### config.mk
export PLATFORM = sky130hd
export DESIGN_NAME = abkf_ctrl
export DESIGN_NICKNAME = d
export VERILOG_FILES = /design/src/hdl/abkf_pkg.sv /design/src/hdl/abkf_ctrl.sv
export SDC_FILE = /design/constraint.sdc
export NUM_CORES = 1
export LEC_CHECK = 0
export ABC_CLOCK_PERIOD_IN_PS = 1200
export BUFFER_PORTS_ARGS = -buffer_cell sky130_fd_sc_hd__buf_2
export CAP_MARGIN = 20
export CELL_PAD_IN_SITES_DETAIL_PLACEMENT = 1
export CELL_PAD_IN_SITES_GLOBAL_PLACEMENT = 1
export CORE_ASPECT_RATIO = 0.75
export CORE_MARGIN = 2
export CORE_UTILIZATION = 25
export DETAILED_ROUTE_END_ITERATION = 12
export GPL_ROUTABILITY_DRIVEN = 0
export PLACE_DENSITY_LB_ADDON = 0.1
export SYNTH_ARGS = -nofsm -noshare
export SYNTH_HDL_FRONTEND = slang
export SYNTH_SLANG_ARGS = --single-unit
### constraint.sdc
create_clock -name clk -period 1.2 [get_ports clk]
set_input_delay 0.18 -clock clk [delete_from_list [all_inputs] [get_ports clk]]
set_output_delay 0.18 -clock clk [all_outputs]
set_load 0.01 [all_outputs]
### src/hdl/abkf_pkg.sv
// ----------------------------------------------------------------------------
// abkf_pkg
// Types, constants and fixed-point helpers shared by the angle/bias Kalman
// filter modules.
// ----------------------------------------------------------------------------
package abkf_pkg;

	localparam int CfgIdxW  = 3;
	localparam int CfgDataW = 31;

	localparam logic [CfgIdxW-1:0] CFG_Q_ANGLE  = 3'd0;
	localparam logic [CfgIdxW-1:0] CFG_Q_GYRO   = 3'd1;
	localparam logic [CfgIdxW-1:0] CFG_R_ANGLE  = 3'd2;
	localparam logic [CfgIdxW-1:0] CFG_MAX_BIAS = 3'd3;
	localparam logic [CfgIdxW-1:0] CFG_MAX_DT   = 3'd4;
	localparam logic [CfgIdxW-1:0] CFG_MIN_DT   = 3'd5;

	localparam logic [30:0] RST_Q_ANGLE  = 31'd134218;
	localparam logic [30:0] RST_Q_GYRO   = 31'd1342177;
	localparam logic [30:0] RST_R_ANGLE  = 31'd2684355;
	localparam logic [30:0] RST_MAX_BIAS = 31'd327680;
	localparam logic [23:0] RST_MAX_DT   = 24'd335544;
	localparam logic [23:0] RST_MIN_DT   = 24'd16777;
	localparam logic signed [31:0] COV_INIT = 32'sd26844;

	typedef enum logic [4:0] {
		ST_IDLE, ST_CHECK,
		ST_M_RD, ST_W_RD, ST_M_BD, ST_W_BD, ST_INNER, ST_M_ID, ST_W_ID,
		ST_M_QD, ST_W_QD, ST_SUM, ST_GCHK,
		ST_D0_GO, ST_D0_WAIT, ST_D1_GO, ST_D1_WAIT, ST_Y,
		ST_M_K0Y, ST_W_K0Y, ST_M_K1Y, ST_W_K1Y,
		ST_M_K1A, ST_W_K1A, ST_M_K1B, ST_W_K1B,
		ST_M_K0A, ST_W_K0A, ST_M_K0B, ST_W_K0B, ST_FIN
	} state_t;

	typedef enum logic [3:0] {
		MUL_RATE_DT, MUL_BB_DT, MUL_INNER_DT, MUL_QG_DT,
		MUL_K0_Y, MUL_K1_Y, MUL_K1_AA, MUL_K1_AB, MUL_K0_AA, MUL_K0_AB
	} mul_sel_t;

	typedef enum logic [4:0] {
		WB_NONE, WB_LOAD, WB_ANGLE_PRED, WB_D, WB_INNER, WB_COV_PRED, WB_BB_PRED,
		WB_S, WB_K0, WB_K1, WB_KZERO, WB_Y, WB_ANGLE_CORR, WB_BIAS,
		WB_BA, WB_BB, WB_AA, WB_AB, WB_OUT
	} wb_op_t;

	typedef struct packed {
		mul_sel_t mul_sel;
		wb_op_t   wb;
		logic     div_start;
		logic     div_sel;
	} cmd_t;

	typedef struct packed {
		logic short_step;
		logic s_pos;
		logic div_done;
	} sts_t;

	// Round half up, then drop 24 fraction bits (floor of the biased value).
	function automatic logic signed [43:0] rnd24(input logic signed [67:0] p);
		logic signed [67:0] t;
		t = p + 68'sd8388608;
		return t[67:24];
	endfunction

	function automatic logic signed [39:0] rnd28(input logic signed [67:0] p);
		logic signed [67:0] t;
		t = p + 68'sd134217728;
		return t[67:28];
	endfunction

	function automatic logic signed [31:0] sat32(input logic signed [47:0] v);
		if (v > 48'sd2147483647) begin
			return 32'sh7FFFFFFF;
		end else if (v < -48'sd2147483648) begin
			return 32'sh80000000;
		end
		return v[31:0];
	endfunction

endpackage

### src/hdl/abkf_ctrl.sv
// ----------------------------------------------------------------------------
// abkf_ctrl
// Sequencer for the predict, gain and correct steps; owns the channel
// handshakes and the result slot.
// ----------------------------------------------------------------------------
module abkf_ctrl (
	input  logic           clk,
	input  logic           arst_n,
	input  logic           in_valid,
	output logic           in_ready,
	output logic           out_valid,
	input  logic           out_ready,
	output abkf_pkg::cmd_t cmd,
	input  abkf_pkg::sts_t sts
);
	import abkf_pkg::*;

	state_t state_q, state_d;
	logic   out_valid_q;
	logic   slot_free;

	assign slot_free = !out_valid_q || out_ready;

	always_comb begin
		state_d = state_q;
		unique case (state_q)
			ST_IDLE:    if (in_valid) state_d = ST_CHECK;
			ST_CHECK:   state_d = sts.short_step ? ST_FIN : ST_M_RD;
			ST_M_RD:    state_d = ST_W_RD;
			ST_W_RD:    state_d = ST_M_BD;
			ST_M_BD:    state_d = ST_W_BD;
			ST_W_BD:    state_d = ST_INNER;
			ST_INNER:   state_d = ST_M_ID;
			ST_M_ID:    state_d = ST_W_ID;
			ST_W_ID:    state_d = ST_M_QD;
			ST_M_QD:    state_d = ST_W_QD;
			ST_W_QD:    state_d = ST_SUM;
			ST_SUM:     state_d = ST_GCHK;
			ST_GCHK:    state_d = sts.s_pos ? ST_D0_GO : ST_Y;
			ST_D0_GO:   state_d = ST_D0_WAIT;
			ST_D0_WAIT: if (sts.div_done) state_d = ST_D1_GO;
			ST_D1_GO:   state_d = ST_D1_WAIT;
			ST_D1_WAIT: if (sts.div_done) state_d = ST_Y;
			ST_Y:       state_d = ST_M_K0Y;
			ST_M_K0Y:   state_d = ST_W_K0Y;
			ST_W_K0Y:   state_d = ST_M_K1Y;
			ST_M_K1Y:   state_d = ST_W_K1Y;
			ST_W_K1Y:   state_d = ST_M_K1A;
			ST_M_K1A:   state_d = ST_W_K1A;
			ST_W_K1A:   state_d = ST_M_K1B;
			ST_M_K1B:   state_d = ST_W_K1B;
			ST_W_K1B:   state_d = ST_M_K0A;
			ST_M_K0A:   state_d = ST_W_K0A;
			ST_W_K0A:   state_d = ST_M_K0B;
			ST_M_K0B:   state_d = ST_W_K0B;
			ST_W_K0B:   state_d = ST_FIN;
			ST_FIN:     if (slot_free) state_d = ST_IDLE;
			default:    state_d = ST_IDLE;
		endcase
	end

	always_comb begin
		cmd.mul_sel   = MUL_RATE_DT;
		cmd.wb        = WB_NONE;
		cmd.div_start = 1'b0;
		cmd.div_sel   = 1'b0;
		unique case (state_q)
			ST_IDLE:    if (in_valid) cmd.wb = WB_LOAD;
			ST_M_RD:    cmd.mul_sel = MUL_RATE_DT;
			ST_W_RD:    cmd.wb = WB_ANGLE_PRED;
			ST_M_BD:    cmd.mul_sel = MUL_BB_DT;
			ST_W_BD:    cmd.wb = WB_D;
			ST_INNER:   cmd.wb = WB_INNER;
			ST_M_ID:    cmd.mul_sel = MUL_INNER_DT;
			ST_W_ID:    cmd.wb = WB_COV_PRED;
			ST_M_QD:    cmd.mul_sel = MUL_QG_DT;
			ST_W_QD:    cmd.wb = WB_BB_PRED;
			ST_SUM:     cmd.wb = WB_S;
			ST_GCHK:    if (!sts.s_pos) cmd.wb = WB_KZERO;
			ST_D0_GO:   cmd.div_start = 1'b1;
			ST_D0_WAIT: if (sts.div_done) cmd.wb = WB_K0;
			ST_D1_GO: begin
				cmd.div_start = 1'b1;
				cmd.div_sel   = 1'b1;
			end
			ST_D1_WAIT: if (sts.div_done) cmd.wb = WB_K1;
			ST_Y:       cmd.wb = WB_Y;
			ST_M_K0Y:   cmd.mul_sel = MUL_K0_Y;
			ST_W_K0Y:   cmd.wb = WB_ANGLE_CORR;
			ST_M_K1Y:   cmd.mul_sel = MUL_K1_Y;
			ST_W_K1Y:   cmd.wb = WB_BIAS;
			// The covariance updates are ordered so each old value is read
			// before it is overwritten.
			ST_M_K1A:   cmd.mul_sel = MUL_K1_AA;
			ST_W_K1A:   cmd.wb = WB_BA;
			ST_M_K1B:   cmd.mul_sel = MUL_K1_AB;
			ST_W_K1B:   cmd.wb = WB_BB;
			ST_M_K0A:   cmd.mul_sel = MUL_K0_AA;
			ST_W_K0A:   cmd.wb = WB_AA;
			ST_M_K0B:   cmd.mul_sel = MUL_K0_AB;
			ST_W_K0B:   cmd.wb = WB_AB;
			ST_FIN:     if (slot_free) cmd.wb = WB_OUT;
			default:    ;
		endcase
	end

	always_ff @(posedge clk or negedge arst_n) begin
		if (!arst_n) begin
			state_q     <= ST_IDLE;
			out_valid_q <= 1'b0;
		end else begin
			state_q <= state_d;
			if (state_q == ST_FIN && slot_free) begin
				out_valid_q <= 1'b1;
			end else if (out_ready) begin
				out_valid_q <= 1'b0;
			end
		end
	end

	assign in_ready  = (state_q == ST_IDLE);
	assign out_valid = out_valid_q;

	a_div_only_when_s_pos: assert property (@(posedge clk) disable iff (!arst_n)
		cmd.div_start |-> sts.s_pos) else $error("divider started with S <= 0");
	a_accept_goes_check: assert property (@(posedge clk) disable iff (!arst_n)
		in_valid && in_ready |=> state_q == ST_CHECK) else $error("accept did not start item");
	a_no_result_overwrite: assert property (@(posedge clk) disable iff (!arst_n)
		cmd.wb == WB_OUT |-> slot_free) else $error("result overwritten");
	a_done_only_waiting: assert property (@(posedge clk) disable iff (!arst_n)
		sts.div_done |-> state_q == ST_D0_WAIT || state_q == ST_D1_WAIT)
		else $error("divider done outside a wait state");

endmodule

* After elaboration in Yosys (flattened, before gate mapping)
Cells that the tools add are included.
Storage, ports and cells: flip-flop bits (word level) 6, input bits 7, logic and storage cells 61
Operators by class: equality and inequality tests 34, mux-type cells 18, reduce and logical (&&, ||, !) cells 7
Operators with widths (count):
- one-hot mux 5 bit (31 select lines) | 1
- one-hot mux 5 bit (18 select lines) | 1
- equality test 5 bit, second input constant | 15
- equality test 5 x 4 -> 1 bit, second input constant | 8
- one-hot mux 4 bit (9 select lines) | 1
- 2-to-1 mux 5 bit | 7
- equality test 5 x 3 -> 1 bit, second input constant | 4
- 2-to-1 mux 4 bit | 3
- equality test 5 x 2 -> 1 bit, second input constant | 2
- != test 2 bit, second input constant | 4
- equality test 5 x 1 -> 1 bit, second input constant | 1
- logical NOT 5 bit | 1
- 2-to-1 mux 1 bit | 5
- AND reduction 4 bit | 1
- nonzero test 2 bit | 1
- OR reduction 2 bit | 1
- logical AND 1 bit | 1
- logical NOT 1 bit | 1
- logical OR 1 bit | 1

* Logic depth before layout (Yosys ltp)
Gate-level depths: netlist (run 1).
depth after elaboration 4, depth in mapped cells 6

* Least setup slack after synthesis (run 1)
No wires, ideal clock.
path kind reg-to-output, from register state_q[0], to output port cmd[7] (netlist name), arrival 1.242 ns, setup slack -0.222 ns, stages on the path, launching flop included 5, buffers on the path 2, cells stage by stage dfrtp_1 buf_4 buf_6 nand2b_1 a311oi_1
RTL lines:
- start, declared | line abkf_ctrl.sv:18 | state_t state_q, state_d;
- start signal, assigned | line abkf_ctrl.sv:112 | state_q <= state_d;
- end, declared | line abkf_ctrl.sv:13 | output abkf_pkg::cmd_t cmd,

==> impl_metrics.env, run 1 <==
export IMPL_cts_root_buf="clkbuf_8"
export IMPL_netlist_instances=114
export IMPL_place_area_um2=1290
export IMPL_failed_checks="negative setup slack"
export IMPL_fin_crit_ns=1.65
export IMPL_place_ws_ns=-0.438
export IMPL_hold_path_class="in2async"
export IMPL_antennaDiodeCount=0
export IMPL_ys_seq_area_share_pct=17.0
export IMPL_worstPathRequired_ns=1.02
export IMPL_clock_path_buffers=2
export IMPL_area_growth_syn_to_layout_pct=101
export IMPL_die_y_um=55.4
export IMPL_vias_per_cell=5.30
export IMPL_yosysWarnings=0
export IMPL_clock_sinks=6
export IMPL_synth_async_reset_ratio_pct=100
export IMPL_power_density_nw_per_um2=2930
export IMPL_fin_worst_skew_ns=0.000111
export IMPL_hold_ws_ns=0.333
export IMPL_cts_inserted_buffers=3
export IMPL_swShare_pct=44.8
export IMPL_fin_ws_ns=-0.452
export IMPL_p_int_mw=2.87
export IMPL_setup_violations=18
export IMPL_cp_end_kind="output pin"
export IMPL_routed_wl_um=3990
export IMPL_synth_fa_ha_area_share_pct=0
export IMPL_p_clk_share_pct=6.0
export IMPL_synth_ff_type="dfrtp_1"
export IMPL_seqCellArea_um2=155
export IMPL_path_class="reg2out"
export IMPL_vdd_ir_drop_max_mv=1.38
export IMPL_synth_area_top_cells="dfrtp_1, nor2_1, buf_4"
export IMPL_dp_final_hpwl_um=2600
export IMPL_worst_pin_slew_ns=0.377
export IMPL_avgSynthCellArea_um2=7.73
export IMPL_rsz0062_at_grt="yes"
export IMPL_clk_latency_ns=0.23
export IMPL_crit_arrival_ns=1.47
export IMPL_hold_violations=0
export IMPL_period_share_pct=138
export IMPL_mostFrequentLayoutCell="buf_4"
export IMPL_die_w_um=72.5
export IMPL_final_cells=223
export IMPL_antenna_found_initial=0
export IMPL_grt_max_degree=12
export IMPL_synth_top_area_cell="dfrtp_1"
export IMPL_dieArea_um2=4020
export IMPL_grt_pass1_vias=1225
export IMPL_num_vias=1181
export IMPL_cts_clk_slew_worst_paths_ns=0.04
export IMPL_synth_cell_types=45
export IMPL_cts_htree_levels=1
export IMPL_pwr_share_seq_pct=9.1
export IMPL_start_util_pct=26.4
export IMPL_drt_iter0_markers=39
export IMPL_grt_pass1_wl_um=6250
export IMPL_grt_usage_pct=20.1
export IMPL_grt_overflow=0
export IMPL_place_inst=196
export IMPL_timing_slew_headroom_pct=74.8
export IMPL_io_buffers=19
export IMPL_final_cell_mix="buf_4, buf_2, buf_6"
export IMPL_postRouteAntennaNets=0
export IMPL_synth_mux_area_share_pct=0
export IMPL_startpoint_type="flip-flop"
export IMPL_nets=192
export IMPL_finish_utilization_pct=53.2
export IMPL_cts_tree="done"
export IMPL_yosys_area_share_simple_pct=32.4
export IMPL_fmax_mhz=606
export IMPL_ioPinCount=20
export IMPL_slew_violations=0
export IMPL_final_area_um2=1770
export IMPL_synth_xor_area_share_pct=1.99
export IMPL_synth_area_um2=881
export IMPL_synth_nets=121
export IMPL_wire_per_inst_um=17.9
export IMPL_row_count=18
export IMPL_first_pass_iters=4
export IMPL_multi_input_area_um2=848
export IMPL_post_route_drc_count=0
export IMPL_p_leak_nw=0.811
export IMPL_path_max_fanout=5
export IMPL_status="finished with violations"
export IMPL_total_power_mw=5.20
export IMPL_synth_top_area_share_pct=17.0
export IMPL_p_sw_mw=2.33
export IMPL_pwr_share_comb_pct=84.9
export IMPL_synth_seq_cells=6
export IMPL_synth_compound_area_share_pct=36.2
export IMPL_synth_top_family_by_area="compound AO/OA/AOI/OAI gates"
export IMPL_tns_ns=-6.63
export IMPL_synth_edf_count=0
export IMPL_drive_gt1_share_pct=72.1
export IMPL_coreArea_um2=3330
export IMPL_maxCapViolations=0
export IMPL_fillCellCount=396
## power groups by stage
stage | registers [mW] | clock network [mW] | logic (mW)
after floorplan | 0.362 | 0 | 2.17
after global placement | 0.512 | 0 | 2.98
after detailed placement | 0.519 | 0 | 3.04
after CTS | 0.474 | 0.319 | 4.01
after global routing | 0.488 | 0.338 | 4.73
final | 0.472 | 0.312 | 4.41
## per-layer routing
layer | track usage (%) | vias to the layer above | share of wire (%)
met5 | 0 | - | 0
met2 | 32.1 | 32 | 49
met1 | 26.7 | 580 | 46
li1 | - | 559 | -
met3 | 3.28 | 10 | 3.2
met4 | 8.47 | 0 | 2.2
## kinds of logic (layout without fill, tap and decap cells)
family                 after synthesis  in the layout
AO/OA/AOI/OAI                       41             41
XOR/XNOR                             2              2
buffers and inverters               15             84
flip-flops                           6              6
AND/OR/NAND/NOR                     50             50
## path summary, 6_finish.rpt
kind	cells past startpoint	endpoint	slack (ns)	start
max in group asynchronous	2	state_q[4]$_DFFE_PN0P_	0.71	arst_n
max	6	cmd[4]	-0.45	state_q[2]$_DFFE_PN0P_
min reg2reg	2	state_q[4]$_DFFE_PN0P_	0.77	state_q[4]$_DFFE_PN0P_
min in group clk	3	state_q[0]$_DFFE_PN0P_	0.37	in_valid
min	2	state_q[1]$_DFFE_PN0P_	0.33	arst_n
max reg2reg	6	state_q[1]$_DFFE_PN0P_	-0.38	state_q[0]$_DFFE_PN0P_
## synthesized netlist by cell type (all sizes together) (2+ instances only)
cell type and number:
o21ai 8, dfrtp 6, a32oi 2, and4b 2, a22oi 2, buf 13, nand3b 3, xnor2 2
a21oi 7, o311ai 2, and2 2, nor3 3, a31oi 3, inv 2, nand2 6, nand2b 7
nor2 17, o22ai 3, nor2b 5, o21a 2
## critical path: stages, from the launching register on
cell and delay (ns):
dfrtp_2 0.43, buf_12 0.15, nor2b_4 0.12, a21bo_1 0.18, a21oi_2 0.15, o22ai_2 0.08
buf_2 0.14
## state kept, by name, summed over array words and instances, names as in the netlist
register	cells
state_q	5
out_valid	1
## final cells by class
| cell class | count | area share (%) |
|---|---|---|
| Multi-Input combinational cell | 93 | 47.8 |
| Tap cell | 40 | 2.82 |
| Sequential cell | 6 | 8.75 |
| Clock buffer | 3 | 2.33 |
| Timing Repair Buffer | 79 | 37.4 |
| Inverter | 2 | 0.847 |
## what timing repair did
item	in CTS	in global routing
hold buffers	1	0
pin swaps	17	13
cloned	0	0
hold endpoints to repair	6	0
setup buffers	18	5
setup endpoints to repair	18	18
gates resized for setup	37	21
(Power assumes the default switching activity.)
==> run 2: changes to the inputs <==
--- a/config.mk
+++ b/config.mk
@@ -5,14 +5,15 @@
 export SDC_FILE = /design/constraint.sdc
 export NUM_CORES = 1
 export LEC_CHECK = 0
-export ABC_CLOCK_PERIOD_IN_PS = 1200
+export ABC_CLOCK_PERIOD_IN_PS = 1350
 export BUFFER_PORTS_ARGS = -buffer_cell sky130_fd_sc_hd__buf_2
 export CAP_MARGIN = 20
 export CELL_PAD_IN_SITES_DETAIL_PLACEMENT = 1
 export CELL_PAD_IN_SITES_GLOBAL_PLACEMENT = 1
 export CORE_ASPECT_RATIO = 0.75
-export CORE_MARGIN = 2
+export CORE_MARGIN = 8
 export CORE_UTILIZATION = 25
+export CTS_CLUSTER_DIAMETER = 200
 export DETAILED_ROUTE_END_ITERATION = 12
 export GPL_ROUTABILITY_DRIVEN = 0
 export PLACE_DENSITY_LB_ADDON = 0.1
==> constraint.sdc (replaced) <==
create_clock -name clk -period 1.35 [get_ports clk]
set_input_delay 0.2025 -clock clk [delete_from_list [all_inputs] [get_ports clk]]
set_output_delay 0.2025 -clock clk [all_outputs]
set_load 0.01 [all_outputs]
==> run 2 against run 1 <==
Against the previous run:
- the run still ends with negative setup slack left
- non-clock buffer count is 3 lower
- design area is 1.2% lower
- first-iteration DRC count is 13% lower
- sequential power is 14% lower
- total power is 10% lower
- register-to-register slack better by 0.14 ns
- final cell count is 1.3% lower
- clock skew is 0.0021 ns higher
- clock-buffer cell count stayed put
- combinational power is 9.8% lower
- worst hold slack worse by 0.0082 ns
- die area is 42% higher
- critical path type unchanged
- critical endpoint is now cmd[5]
- largest cell class unchanged
==> impl_metrics.env, run 2 (same netlist as run 1, synthesis figures left out) <==
export IMPL_worst_pin_slew_ns=0.354
export IMPL_hold_ws_ns=0.325
export IMPL_dp_final_hpwl_um=2820
export IMPL_period_share_pct=127
export IMPL_grt_usage_pct=15.6
export IMPL_drive_gt1_share_pct=70.0
export IMPL_hold_violations=0
export IMPL_cts_root_buf="clkbuf_8"
export IMPL_timing_slew_headroom_pct=76.3
export IMPL_post_route_drc_count=0
export IMPL_largest_register_ffs=5
export IMPL_p_leak_nw=0.786
export IMPL_clock_path_buffers=2
export IMPL_p_int_mw=2.55
export IMPL_path_max_fanout=8
export IMPL_fmax_mhz=584
export IMPL_wire_per_inst_um=19.2
export IMPL_crit_buf_inv=2
export IMPL_clk_latency_ns=0.23
export IMPL_crit_arrival_ns=1.51
export IMPL_place_ws_ns=-0.303
export IMPL_startpoint_type="flip-flop"
export IMPL_p_clk_share_pct=6.1
export IMPL_crit_path_cell_trace="buf_12 > and4b_2 > nand3b_1 > o221ai_2 > buf_2"
export IMPL_pwr_share_seq_pct=8.7
export IMPL_cts_htree_levels=1
export IMPL_start_util_pct=26.4
export IMPL_p_sw_mw=2.12
export IMPL_grt_overflow=0
export IMPL_fin_ws_ns=-0.361
export IMPL_failed_checks="negative setup slack"
export IMPL_maxCapViolations=0
export IMPL_hold_path_class="in2reg"
export IMPL_die_y_um=67.4
export IMPL_worstPathRequired_ns=1.15
export IMPL_cts_tree="done"
export IMPL_dieArea_um2=5700
export IMPL_grt_max_degree=10
export IMPL_num_vias=1169
export IMPL_routed_wl_um=4230
export IMPL_cp_top_family="flip-flops"
export IMPL_vdd_ir_drop_max_mv=1.08
export IMPL_status="finished with violations"
export IMPL_mostFrequentLayoutCell="buf_4"
export IMPL_grt_pass1_vias=1369
export IMPL_fillCellCount=399
export IMPL_multi_input_area_um2=855
export IMPL_io_buffers=19
export IMPL_clock_sinks=6
export IMPL_cts_clk_slew_worst_paths_ns=0.04
export IMPL_seqCellArea_um2=155
export IMPL_cts_inserted_buffers=3
export IMPL_swShare_pct=45.4
export IMPL_nets=189
export IMPL_row_count=18
export IMPL_coreArea_um2=3330
export IMPL_max_flop_register="state_q"
export IMPL_power_density_nw_per_um2=2670
export IMPL_postRouteAntennaNets=0
export IMPL_cp_end_kind="output pin"
export IMPL_vias_per_cell=5.31
export IMPL_fin_worst_skew_ns=0.00220
export IMPL_fin_crit_ns=1.71
export IMPL_final_cell_mix="buf_4, buf_6, buf_2"
export IMPL_ioPinCount=20
export IMPL_area_growth_syn_to_layout_pct=98.9
export IMPL_pwr_share_comb_pct=85.1
export IMPL_drt_iter0_markers=34
export IMPL_antennaDiodeCount=0
export IMPL_setup_violations=18
export IMPL_path_class="reg2out"
export IMPL_rsz0062_at_grt="yes"
export IMPL_die_w_um=84.5
export IMPL_grt_pass1_wl_um=6980
export IMPL_slew_violations=0
export IMPL_antenna_found_initial=0
export IMPL_critPathMaxStageDelay_ns=0.46
export IMPL_critPathSlowestCell="dfrtp_2"
export IMPL_first_pass_iters=4
==> run 2: final cells by class <==
class | instances | share of cell area, %
multi-input cells | 93 | 48.8
clock buffers | 3 | 2.36
inverters | 2 | 0.714
repair buffers | 76 | 36.4
well taps | 40 | 2.86
flip-flops and latches | 6 | 8.86
==> run 2: tightest hold or removal path: stages <==
cell,delay [ns]
buf_2,0.08
nor2b_2,0.07
a21o_1,0.16
==> run 2: power by group through the flow <==
| stage | logic (mW) | registers [mW] | clock network (mW) |
|---|---|---|---|
| 2_1_floorplan | 1.69 | 0.314 | 0 |
| 3_3_place_gp | 2.67 | 0.403 | 0 |
| 3_5_place_dp | 2.74 | 0.414 | 0 |
| 4_1_cts | 3.64 | 0.395 | 0.291 |
| 5_1_grt | 4.27 | 0.416 | 0.298 |
| 6_report | 3.98 | 0.408 | 0.287 |
==> run 2: worst paths after layout <==
kind                                        start                     end  slack (ns)  cells after the start
setup reg to reg           state_q[1]$_DFFE_PN0P_  state_q[1]$_DFFE_PN0P_       -0.24                      7
min in group asynchronous                  arst_n  state_q[4]$_DFFE_PN0P_        0.37                      2
setup / recovery           state_q[0]$_DFFE_PN0P_                  cmd[5]       -0.36                      5
max in group asynchronous                  arst_n  state_q[3]$_DFFE_PN0P_        0.81                      2
hold reg to reg            state_q[1]$_DFFE_PN0P_  state_q[1]$_DFFE_PN0P_        0.72                      2
hold / removal                          out_ready   out_valid$_DFFE_PN0P_        0.33                      3
==> run 2: layer usage <==
layer | GRT usage [%] | wire (um)
met1 | 17.1 | 1780
met2 | 30.5 | 2240
met3 | 3.39 | 165
met4 | 3.75 | 40
met5 | 0 | 0
==> run 2: timing repair <==
action	4_1_cts	5_1_grt
pin swaps	14	10
buffers inserted	18	2
gates resized for setup	48	22
cloned	0	0
hold buffers	1	0
endpoints found under the hold margin	6	0
endpoints found under the setup margin	18	18
==> run 2: through the flow <==
| step | instance area, um^2 | total power [mW] | util [%] | instances | setup TNS, ns |
|---|---|---|---|---|---|
| floorplan | 911 | 2.00 | - | 114 | -0.0360 |
| global placement | 1250 | 3.08 | 37.7 | 198 | -2.56 |
| detailed placement | 1250 | 3.16 | 37.7 | 198 | -3.36 |
| CTS | 1640 | 4.32 | 49.1 | 218 | -4.52 |
| global route | 1750 | 4.99 | 52.6 | 220 | -5.40 |
| finish | 1750 | 4.67 | 52.6 | 220 | -4.49 |
